## src/rtl/assert_macros.svh

```systemverilog
// Assertion macros for the top-level RTL file of the median filter.
// Depends on nothing; SYNTH builds get empty bodies.
`ifndef ASSERT_MACROS_SVH
`define ASSERT_MACROS_SVH
`ifndef SYNTH
// Property that must hold at every clock edge out of reset.
`define ASSERT_ALWAYS(lbl, clk, rstn, prop) \
  lbl: assert property (@(posedge clk) disable iff (!rstn) (prop)) \
    else $error("assertion failed: invariant");
// Same-cycle implication.
`define ASSERT_IMPL(lbl, clk, rstn, ante, cons) \
  lbl: assert property (@(posedge clk) disable iff (!rstn) (ante) |-> (cons)) \
    else $error("assertion failed: implication");
// Next-cycle implication.
`define ASSERT_NEXT(lbl, clk, rstn, ante, cons) \
  lbl: assert property (@(posedge clk) disable iff (!rstn) (ante) |=> (cons)) \
    else $error("assertion failed: next-cycle implication");
`else
`define ASSERT_ALWAYS(lbl, clk, rstn, prop)
`define ASSERT_IMPL(lbl, clk, rstn, ante, cons)
`define ASSERT_NEXT(lbl, clk, rstn, ante, cons)
`endif
`endif

```

## src/rtl/mf3_pkg.sv

```systemverilog
// Package of the 3x3 median filter: sizes, register indexes, shared types
// and the small compare functions of the median network. No dependencies.
package mf3_pkg;

  localparam int MaxWidth   = 1024;
  localparam int LineAw     = $clog2(MaxWidth);
  localparam int PixW       = 8;
  localparam int RowW       = 12;
  localparam int ColW       = 10;
  localparam int CfgWidthW  = 11;
  localparam int CfgHeightW = 13;
  localparam int CfgIdxW    = 2;
  localparam int FifoDepth  = 8;
  localparam int FifoAw     = $clog2(FifoDepth);
  localparam int FifoCntW   = $clog2(FifoDepth + 1);

  localparam int ResetWidth  = 640;
  localparam int ResetHeight = 480;
  localparam int MinDim      = 3;
  localparam int MaxHeight   = 4096;

  // Configuration register indexes.
  localparam logic [CfgIdxW-1:0] RegImageWidth  = CfgIdxW'(0);
  localparam logic [CfgIdxW-1:0] RegImageHeight = CfgIdxW'(1);

  typedef logic [PixW-1:0] pix_t;

  // Position tags carried along with a pixel.
  typedef struct packed {
    logic [RowW-1:0] row;
    logic [ColW-1:0] col;
    logic            last;
  } tag_t;

  // One result transaction.
  typedef struct packed {
    pix_t median;
    tag_t tag;
  } res_t;

  // One accepted pixel as handed to the median pipeline.
  typedef struct packed {
    logic              vld;
    logic              emit;
    pix_t              px;
    logic [LineAw-1:0] addr;
    tag_t              tag;
  } item_t;

  // Line store write-back request: upper byte is the older row.
  typedef struct packed {
    logic              en;
    logic [LineAw-1:0] addr;
    logic [2*PixW-1:0] data;
  } wb_t;

  // A column of three values in ascending order.
  typedef struct packed {
    pix_t lo;
    pix_t md;
    pix_t hi;
  } trio_t;

  function automatic pix_t min2(pix_t a, pix_t b);
    return (a < b) ? a : b;
  endfunction

  function automatic pix_t max2(pix_t a, pix_t b);
    return (a < b) ? b : a;
  endfunction

  function automatic pix_t med3(pix_t a, pix_t b, pix_t c);
    return max2(min2(a, b), min2(max2(a, b), c));
  endfunction

  function automatic trio_t sort3(pix_t a, pix_t b, pix_t c);
    trio_t r;
    r.lo = min2(min2(a, b), c);
    r.hi = max2(max2(a, b), c);
    r.md = med3(a, b, c);
    return r;
  endfunction

endpackage

```

## src/rtl/mf3_out_fifo.sv

```systemverilog
// Output queue of the median filter; it decouples the fixed-latency median
// pipeline from the result channel. Depends on mf3_pkg.
module mf3_out_fifo (
  input  logic                          clk_i,
  input  logic                          rst_ni,
  input  logic                          push_i,
  input  mf3_pkg::res_t                 push_data_i,
  output logic                          out_valid_o,
  input  logic                          out_ready_i,
  output mf3_pkg::res_t                 out_data_o
);
  import mf3_pkg::*;

  res_t              buf_q [FifoDepth];
  logic [FifoAw-1:0] wr_ptr_q, rd_ptr_q;
  logic [FifoCntW-1:0] cnt_q;
  logic              pop;

  assign out_valid_o = (cnt_q != '0);
  assign pop         = out_valid_o && out_ready_i;
  assign out_data_o  = buf_q[rd_ptr_q];

  // Pointers and fill count.
  always_ff @(posedge clk_i or negedge rst_ni) begin
    if (!rst_ni) begin
      wr_ptr_q <= '0;
      rd_ptr_q <= '0;
      cnt_q    <= '0;
    end else begin
      if (push_i) begin
        wr_ptr_q <= wr_ptr_q + FifoAw'(1);
      end
      if (pop) begin
        rd_ptr_q <= rd_ptr_q + FifoAw'(1);
      end
      cnt_q <= cnt_q + FifoCntW'(push_i) - FifoCntW'(pop);
    end
  end

  // Entry storage.
  always_ff @(posedge clk_i) begin
    if (push_i) begin
      buf_q[wr_ptr_q] <= push_data_i;
    end
  end

endmodule

```

## config.mk

```make
export PLATFORM = sky130hd
export DESIGN_NAME = mf3_out_fifo
export DESIGN_NICKNAME = d
export VERILOG_FILES = /design/src/rtl/assert_macros.svh /design/src/rtl/mf3_pkg.sv /design/src/rtl/mf3_out_fifo.sv
export SDC_FILE = /design/constraint.sdc
export NUM_CORES = 1
export LEC_CHECK = 0
export BUFFER_PORTS_ARGS = -buffer_cell sky130_fd_sc_hd__buf_4
export CORE_MARGIN = 8
export CORE_UTILIZATION = 40
export CTS_BUF_LIST = sky130_fd_sc_hd__clkbuf_8
export CTS_CLUSTER_SIZE = 10
export DETAILED_ROUTE_END_ITERATION = 10
export HOLD_SLACK_MARGIN = 0.05
export SETUP_SLACK_MARGIN = 0.02
export SLEW_MARGIN = 15
export SYNTH_ARGS = -nofsm -noshare
export SYNTH_HDL_FRONTEND = slang
export SYNTH_SLANG_ARGS = --single-unit
```

## constraint.sdc

```tcl
create_clock -name clk_i -period 7.8 [get_ports clk_i]
set_input_delay 0.78 -clock clk_i [delete_from_list [all_inputs] [get_ports clk_i]]
set_output_delay 0.78 -clock clk_i [all_outputs]
set_load 0.01 [all_outputs]
```

==> out/results.ini <==
[status]
status=finished clean

[cts]
cts_setup_buffers=0
postCtsHoldBufs=0
cts_sinks=258
htree_levels=2
cts-root-buf=clkbuf_8
cts_resized=0
cts_tree=built
clockBufferDepth=3
cts_buffers=43
path_clk_slew_ps=60
insertion_delay_ps=540

[timing]
maxSlewViolCount=0
worst_pin_slew_ps=1118
max_freq_ghz=0.2741
skew_ps=25.55
relSlewSlack_pct=25.49
hold_viol=0
rsz0062_at_grt=false
fin_crit_sh_pct=46.77
fin_ws_ps=4152
post-route-min-period_ps=3648
fin_setup_tns_ps=0
setup_violations=0

[route]
ant_nets=0
wl_per_cell_um=22.01
dr.pass1.iters=4
drt_iter0_drc=159
via_count=4471
vias_per_cell=5.081
drc=0
routed_wl_mm=19.37

[finish]
regArea_um2=7704
fin_util_pct=47.27
nFillCells=2079
final_nets=560
final_common_cell=edfxtp_1
postLayoutCellArea_um2=11800
layout_common_cells=edfxtp_1, buf_4, mux4_1
drive_gt1_share_pct=31.51
area_delta_synth_final_pct=16.78
multi_input_area_um2=2308

[placement]
pre_cts_slack_ps=4697
hpwl_mm=10.81
gp_routability_congestion=0.6441
portBuffers=66
placed_area_um2=11040

[power]
combPwrFrac_pct=28.1
swShare_pct=29.17
p_int_mw=2.960
p_switching_mw=1.219
irDropWorstVdd_mv=0.1435
seqPwrFrac_pct=46.7
p_leak_nw=4.129
pwr-share-clk_pct=25.2
powerDensity_nw_per_um2=354.2

[global_routing]
use_met1_pct=15.27
track_usage_pct=12.68
grt_use_met2_pct=22.29
grt_max_degree=65
grt_overflow=0
busiest_layer=met2
grt_pass1_vias=4999
met3_usage_pct=3.000
grt_antenna_before_repair=0
grt_pass1_wl_mm=29.59

[worst_setup_path]
crit_path_start=rd_ptr_q[0]
r2r_slack_ps=5360
timing.rr.start=cnt_q[2]
slowest_stage=dfrtp_4
path_class=reg2out
crit_chain=mux4_1 -> mux2_2 -> buf_4
arrival_ps=2870
max_stage_delay_ps=1140
worst_setup_path_end_kind=output port
required_ps=7020
crit_fanout=64
crit_path_start_kind=flip-flop

[synth]
synth-seq-cells=258
synth_edf_count=248
synth_top_cell_area_share_pct=73.69
synth_cell_types=21
syn_area_um2=10110
synthArstFlopShare_pct=3.876
synth.largest_area_cell=edfxtp_1
synth_ff_type=edfxtp_1
netlist_instances=413
syn_nets=456
synth-seq-area-share_pct=76.17
synthTopCellsByArea=edfxtp_1, mux4_1, mux2_2
syn_avg_cell_area_um2=24.47
yosys_warnings=0

[die]
die_h_um=175.0
io_pins=67
die_area_um2=30610
core-area_um2=24960
rows=58
floorplan.initialDensity_pct=40.48
die_w_um=175.0

[job]
drv_cap=0

[hold_path]
hold_path.class=in2async

## sequential cells by signal, summed over array words and instances (netlist names)
register and count:
buf_q 248, cnt_q 4, rd_ptr_q 3, wr_ptr_q 3
## per-layer routing
| layer | vias to the layer above | part of all wire (%) |
|---|---|---|
| li1 | 2011 | - |
| met1 | 2337 | 42 |
| met2 | 92 | 52 |
| met3 | 31 | 4.3 |
| met4 | 0 | 1.6 |
| met5 | - | 0 |
## critical path: cells and delay by family, from the launching register on
kind | cells | cell delay (ps)
buf+inv | 1 | 150
flops | 1 | 1140
mux | 2 | 980
## path summary, 6_finish.rpt
| path | endpoint | cells past startpoint |
|---|---|---|
| worst max register to register | cnt_q[2] | 11 |
| worst min-delay path | cnt_q[3] | 1 |
| worst max-delay path | out_data_o[9] | 3 |
| max in group asynchronous | rd_ptr_q[0] | 1 |
| worst min register to register | wr_ptr_q[1] | 1 |
| min in group clk_i | buf_q[5][15] | 1 |
## metrics by stage
step | hold WS [ps] | std cells | total power [mW]
CTS | 56.06 | 879 | 4.258
global route | 55.23 | 879 | 4.414
global placement | 538.5 | 802 | 3.164
finish | 74.56 | 880 | 4.180
detailed placement | 560.2 | 802 | 3.197
floorplan | 484.4 | 413 | 2.692
## cells by family (layout without fill, tap and decap cells)
| family | Yosys count | after routing | synth area share (%) |
|---|---|---|---|
| other | 0 | 1 | 0 |
| and+or+nand+nor | 17 | 17 | 0.7923 |
| muxes | 95 | 95 | 19.80 |
| buffers and inverters | 27 | 163 | 1.535 |
| AOI/OAI and AO/OA | 2 | 2 | 0.1238 |
| adders and majority gates | 8 | 8 | 1.065 |
| DFF | 258 | 258 | 76.17 |
| xor gates and xnor gates | 6 | 6 | 0.5200 |
## cell usage after synthesis, drive strengths merged, types with 2 or more instances
master,count
nand2b,3
nor3,2
mux2,33
inv,9
dfrtp,10
nor2,6
clkbuf,8
mux4,62
ha,7
buf,10
xnor2,4
xor2,2
nand2,4
edfxtp,248
## layout make-up
type | instances | share of cell area (%)
diodes | 1 | 0.02120
clock buffers | 43 | 5.015
clock inverters | 34 | 1.442
inverters | 9 | 0.2863
multi-input cells | 128 | 19.56
flip-flops and latches | 258 | 65.28
well taps | 330 | 3.499
repair buffers | 77 | 4.898
## power groups by stage
stage,sequential [mW],combinational [mW],clock (mW)
5_1_grt,1.98,1.28,1.15
4_1_cts,1.96,1.21,1.08
3_5_place_dp,1.99,1.21,0
3_3_place_gp,1.97,1.19,0
2_1_floorplan,1.82,0.874,0
6_report,1.95,1.18,1.05
(Power assumes the default switching activity.)
