[src/rtl/assert_macros.svh]
// Assertion macros for the top-level RTL file of the median filter.
// Depends on nothing; SYNTH builds get empty bodies.
`ifndef ASSERT_MACROS_SVH
`define ASSERT_MACROS_SVH
`ifndef SYNTH
// Property that must hold at every clock edge out of reset.
`define ASSERT_ALWAYS(lbl, clk, rstn, prop) \
  lbl: assert property (@(posedge clk) disable iff (!rstn) (prop)) \
    else $error("assertion failed: invariant");
// Same-cycle implication.
`define ASSERT_IMPL(lbl, clk, rstn, ante, cons) \
  lbl: assert property (@(posedge clk) disable iff (!rstn) (ante) |-> (cons)) \
    else $error("assertion failed: implication");
// Next-cycle implication.
`define ASSERT_NEXT(lbl, clk, rstn, ante, cons) \
  lbl: assert property (@(posedge clk) disable iff (!rstn) (ante) |=> (cons)) \
    else $error("assertion failed: next-cycle implication");
`else
`define ASSERT_ALWAYS(lbl, clk, rstn, prop)
`define ASSERT_IMPL(lbl, clk, rstn, ante, cons)
`define ASSERT_NEXT(lbl, clk, rstn, ante, cons)
`endif
`endif

[src/rtl/mf3_pkg.sv]
// Package of the 3x3 median filter: sizes, register indexes, shared types
// and the small compare functions of the median network. No dependencies.
package mf3_pkg;

  localparam int MaxWidth   = 1024;
  localparam int LineAw     = $clog2(MaxWidth);
  localparam int PixW       = 8;
  localparam int RowW       = 12;
  localparam int ColW       = 10;
  localparam int CfgWidthW  = 11;
  localparam int CfgHeightW = 13;
  localparam int CfgIdxW    = 2;
  localparam int FifoDepth  = 8;
  localparam int FifoAw     = $clog2(FifoDepth);
  localparam int FifoCntW   = $clog2(FifoDepth + 1);

  localparam int ResetWidth  = 640;
  localparam int ResetHeight = 480;
  localparam int MinDim      = 3;
  localparam int MaxHeight   = 4096;

  // Configuration register indexes.
  localparam logic [CfgIdxW-1:0] RegImageWidth  = CfgIdxW'(0);
  localparam logic [CfgIdxW-1:0] RegImageHeight = CfgIdxW'(1);

  typedef logic [PixW-1:0] pix_t;

  // Position tags carried along with a pixel.
  typedef struct packed {
    logic [RowW-1:0] row;
    logic [ColW-1:0] col;
    logic            last;
  } tag_t;

  // One result transaction.
  typedef struct packed {
    pix_t median;
    tag_t tag;
  } res_t;

  // One accepted pixel as handed to the median pipeline.
  typedef struct packed {
    logic              vld;
    logic              emit;
    pix_t              px;
    logic [LineAw-1:0] addr;
    tag_t              tag;
  } item_t;

  // Line store write-back request: upper byte is the older row.
  typedef struct packed {
    logic              en;
    logic [LineAw-1:0] addr;
    logic [2*PixW-1:0] data;
  } wb_t;

  // A column of three values in ascending order.
  typedef struct packed {
    pix_t lo;
    pix_t md;
    pix_t hi;
  } trio_t;

  function automatic pix_t min2(pix_t a, pix_t b);
    return (a < b) ? a : b;
  endfunction

  function automatic pix_t max2(pix_t a, pix_t b);
    return (a < b) ? b : a;
  endfunction

  function automatic pix_t med3(pix_t a, pix_t b, pix_t c);
    return max2(min2(a, b), min2(max2(a, b), c));
  endfunction

  function automatic trio_t sort3(pix_t a, pix_t b, pix_t c);
    trio_t r;
    r.lo = min2(min2(a, b), c);
    r.hi = max2(max2(a, b), c);
    r.md = med3(a, b, c);
    return r;
  endfunction

endpackage

[src/rtl/mf3_median_pipe.sv]
// Window registers, line store write-back and the three-stage median
// network of the filter. Depends on mf3_pkg.
module mf3_median_pipe (
  input  logic                      clk_i,
  input  logic                      rst_ni,
  input  mf3_pkg::item_t            item_i,
  input  logic [2*mf3_pkg::PixW-1:0] rd_data_i,
  output mf3_pkg::wb_t              wb_o,
  output logic                      res_vld_o,
  output mf3_pkg::res_t             res_o
);
  import mf3_pkg::*;

  // Stage 1: pixel waiting for its line store read data.
  logic              s1_vld_q, s1_emit_q;
  pix_t              s1_px_q;
  logic [LineAw-1:0] s1_addr_q;
  tag_t              s1_tag_q;
  pix_t              win_q [6];

  // Stage 2: sorted columns. Stage 3: the three partial medians.
  logic  s2_vld_q, s3_vld_q;
  trio_t s2_col_q [3];
  tag_t  s2_tag_q, s3_tag_q;
  pix_t  s3_a_q, s3_b_q, s3_c_q;

  pix_t  top, mid;
  trio_t col_srt [3];

  assign top = rd_data_i[2*PixW-1:PixW];
  assign mid = rd_data_i[PixW-1:0];

  // Column sort over the two window columns and the incoming column.
  always_comb begin
    col_srt[0] = sort3(win_q[0], win_q[1], win_q[2]);
    col_srt[1] = sort3(win_q[3], win_q[4], win_q[5]);
    col_srt[2] = sort3(top, mid, s1_px_q);
  end

  // The row above moves down one slot and the new pixel takes its place.
  assign wb_o.en   = s1_vld_q;
  assign wb_o.addr = s1_addr_q;
  assign wb_o.data = {mid, s1_px_q};

  // Control flags of the pipeline.
  always_ff @(posedge clk_i or negedge rst_ni) begin
    if (!rst_ni) begin
      s1_vld_q  <= 1'b0;
      s1_emit_q <= 1'b0;
      s2_vld_q  <= 1'b0;
      s3_vld_q  <= 1'b0;
    end else begin
      s1_vld_q  <= item_i.vld;
      s1_emit_q <= item_i.emit;
      s2_vld_q  <= s1_vld_q && s1_emit_q;
      s3_vld_q  <= s2_vld_q;
    end
  end

  // Window shifts once per pixel: oldest column drops out.
  always_ff @(posedge clk_i or negedge rst_ni) begin
    if (!rst_ni) begin
      for (int i = 0; i < 6; i++) begin
        win_q[i] <= '0;
      end
    end else if (s1_vld_q) begin
      win_q[0] <= win_q[3];
      win_q[1] <= win_q[4];
      win_q[2] <= win_q[5];
      win_q[3] <= top;
      win_q[4] <= mid;
      win_q[5] <= s1_px_q;
    end
  end

  // Payload of the stages.
  always_ff @(posedge clk_i) begin
    if (item_i.vld) begin
      s1_px_q   <= item_i.px;
      s1_addr_q <= item_i.addr;
      s1_tag_q  <= item_i.tag;
    end
    for (int i = 0; i < 3; i++) begin
      s2_col_q[i] <= col_srt[i];
    end
    s2_tag_q <= s1_tag_q;
    // Max of the lows, median of the middles, min of the highs.
    s3_a_q   <= max2(max2(s2_col_q[0].lo, s2_col_q[1].lo), s2_col_q[2].lo);
    s3_b_q   <= med3(s2_col_q[0].md, s2_col_q[1].md, s2_col_q[2].md);
    s3_c_q   <= min2(min2(s2_col_q[0].hi, s2_col_q[1].hi), s2_col_q[2].hi);
    s3_tag_q <= s2_tag_q;
  end

  // The median of the nine is the median of the three partial results.
  assign res_vld_o    = s3_vld_q;
  assign res_o.median = med3(s3_a_q, s3_b_q, s3_c_q);
  assign res_o.tag    = s3_tag_q;

endmodule

[config.mk]
export PLATFORM = sky130hd
export DESIGN_NAME = mf3_median_pipe
export DESIGN_NICKNAME = d
export VERILOG_FILES = /design/src/rtl/assert_macros.svh /design/src/rtl/mf3_pkg.sv /design/src/rtl/mf3_median_pipe.sv
export SDC_FILE = /design/constraint.sdc
export NUM_CORES = 1
export LEC_CHECK = 0
export ABC_AREA = 1
export BUFFER_PORTS_ARGS = -buffer_cell sky130_fd_sc_hd__clkbuf_2
export CAP_MARGIN = 20
export CORE_ASPECT_RATIO = 0.6
export CORE_MARGIN = 1
export CORE_UTILIZATION = 55
export CTS_CLUSTER_SIZE = 8
export DETAILED_ROUTE_END_ITERATION = 6
export GPL_TIMING_DRIVEN = 0
export PLACE_DENSITY = 0.83
export SLEW_MARGIN = 15
export SYNTH_ARGS = -nofsm -noshare
export SYNTH_HDL_FRONTEND = slang
export SYNTH_SLANG_ARGS = --single-unit
[constraint.sdc]
create_clock -name clk_i -period 10.4 [get_ports clk_i]
set_input_delay 1.56 -clock clk_i [delete_from_list [all_inputs] [get_ports clk_i]]
set_output_delay 1.56 -clock clk_i [all_outputs]
set_load 0.05 [all_outputs]
==> out/metrics.yaml <==
hold_violations: 0
maxCapViolCount: 0
hp-class: "reg -> reg"
ctsHoldBuffers: 0
crit_path_end_kind: "primary output"
ys_warn_count: 0
cts_made_buffers: 35
dieArea_um2: 23690
avgRoutedWirePerCell_um: 16.30
path_clk_slew_ns: 0.05
rows: 42
worstPathRequired_ns: 8.84
synth_top_area_share_pct: 22.41
antenna_left: 0
finalSetupViolCount: 0
first_pass_iters: 6
path_class: "reg -> out"
ys_top_cells_by_count: "nand2_1, inv_1, o21ai_0, ha_1, dfxtp_1"
synthCells: 1602
outcome: "finished, final reports clean"
period_needed_ns: 6.852
path_delay_family: "compound AO/OA/AOI/OAI gates"
grt_first_pass_wirelength_um: 53540
ys_async_sr_fraction_pct: 22.13
synth_edf_count: 41
yosysUniqueCellTypes: 25
antenna_cells: 0
gp_congestion: 0.9833
slowest_stage: "a211oi_2"
drc_errors: 0
post_cts.repair.setup_buffers: 0
whs_ns: 0.3206
dominantRegCellSynth: "dfxtp_1"
period_share_pct: 65.89
port_buffers: 119
synth_area_leaders: "dfxtp_1, ha_1, nand2_1, dfrtp_1, edfxtp_1"
seqCellArea_um2: 5375
skew_ns: 0.02481
synth_most_common_cell: "nand2_1"
vias: 11330
max_slew_margin_pct: 26.07
startpoint_type: "flip-flop"
max_stage_delay_ns: 0.57
ys_ff_latch: 235
cts_sinks: 235
slew_viol_final: 0
cts_tree: "built"
worst-path-max-fanout: 10
grt_max_degree: 53
grt_antenna_before_repair: 4
area_delta_synth_final_pct: 15.86
synth_top_area_cell: "dfxtp_1"
multiInputGateArea_um2: 6216
dp_hpwl_um: 25870
drive_above_1_share_pct: 13.18
synth.cell_area_um2: 12680
placed_area_um2: 13670
drt_iter0_drc: 1321
routed_via_density: 5.436
cts_resized: 0
worst-path-buf-inv: 7
num-nets-final: 1973
ys_seq_area_share_pct: 42.38
rsz0062_at_grt: "no"
grt_pass1_vias: 10620
fillers: 1807
syn_nets: 1817
cts_root_buf: "clkbuf_16"
ios: 120
fp.dieH_um: 119.6
start_util_pct: 56.79
die_w_um: 198.0
gr-usage-all-layers_pct: 29.08
htree_levels: 2
worst_pin_slew_ns: 1.097
crit_arrival_ns: 5.29
clockBufferDepth: 3
design_area_um2: 14700
core_area_um2: 22330
grt_overflow: 0
max_freq_ghz: 0.1459
finalSetupTns_ns: 0
drt_wl_total_um: 33960
crit_path_frequent_cell: "nand2_1"
syn_area_per_cell_um2: 7.917
clk_latency_ns: 0.53
-- per-stage QoR --
| step | setup WS, ns | utilization [%] | std cells |
|---|---|---|---|
| floorplan | 4.451 | - | 1602 |
| global placement | 3.953 | 61.18 | 2029 |
| detailed placement | 3.758 | 61.19 | 2029 |
| CTS | 3.171 | 65.73 | 2084 |
| global route | 3.129 | 65.80 | 2084 |
| finish | 3.548 | 65.80 | 2084 |
-- area by class of cell --
| class | count | share of cell area [%] |
|---|---|---|
| Buffer | 52 | 1.865 |
| Inverter | 222 | 5.671 |
| Clock buffer | 52 | 6.539 |
| Clock inverter | 3 | 0.3576 |
| Sequential cell | 235 | 36.58 |
| Timing Repair Buffer | 119 | 4.070 |
| Tap cell | 308 | 2.622 |
| Multi-Input combinational cell | 1093 | 42.30 |
-- worst register-to-register path: cells and delay by family, from the launching register on --
kind            cells  cell delay [ns]
buf+inv             6             0.85
flops               1             0.37
fa+ha+maj           3             0.95
simple gates        8             0.80
compound gates      8             2.25
-- sequential cells by signal (all words and copies together) (netlist names) --
name	cells
s2_col_q	72
win_q	48
res_o	23
s1_tag_q	23
s2_tag_q	23
s1_addr_q	10
s1_px_q	8
s3_a_q	8
s3_b_q	8
s3_c_q	8
res_vld_o	1
s1_emit_q	1
s1_vld_q	1
s2_vld_q	1
-- cells in the final DEF, fill, tap and decap left out, drive strengths merged --
cell type,Yosys,final
a21oi,93,93
and2,7,7
a211oi,15,15
dfrtp,52,52
o211ai,7,7
nand2,468,468
clkinv,0,2
o21a,8,8
edfxtp,41,41
buf,36,36
nor2,75,75
clkbuf,16,187
o21ai,192,192
nand3,69,69
dfxtp,142,142
inv,222,223
nand4,5,5
ha,154,154
-- layer usage --
metal | part of all wire (%) | up-vias | global-route usage, %
met5 | 0.038 | - | 0
met4 | 2.0 | 2 | 7.607
li1 | - | 5512 | -
met3 | 11 | 78 | 8.966
met1 | 46 | 5179 | 41.62
met2 | 41 | 557 | 42.34
-- path summary, 6_finish.rpt --
path,from,to,slack (ns),cells past startpoint
worst max register to register,win_q[37],s2_col_q[0][9],5.04,25
max in group asynchronous,rst_ni,win_q[24],8.81,1
worst max-delay path,s3_b_q[1],res_o[23],3.55,29
worst min register to register,s2_tag_q[2],res_o[2],0.32,0
min in group asynchronous,rst_ni,win_q[9],1.11,1
worst min-delay path,s2_tag_q[2],res_o[2],0.32,0
-- cells by family (layout without fill, tap and decap cells) --
kind of cell / count (synthesis) / after routing / synth area share [%]
buffers and inverters: 274 / 448 / 8.730
and+or+nand+nor: 624 / 624 / 20.27
DFF: 235 / 235 / 42.38
adders and majority gates: 154 / 154 / 15.19
AOI/OAI and AO/OA: 315 / 315 / 13.43
Power is left out: the tool's default activity adds up to more than one toggle a clock period on the data nets, which glitch-free logic cannot reach.
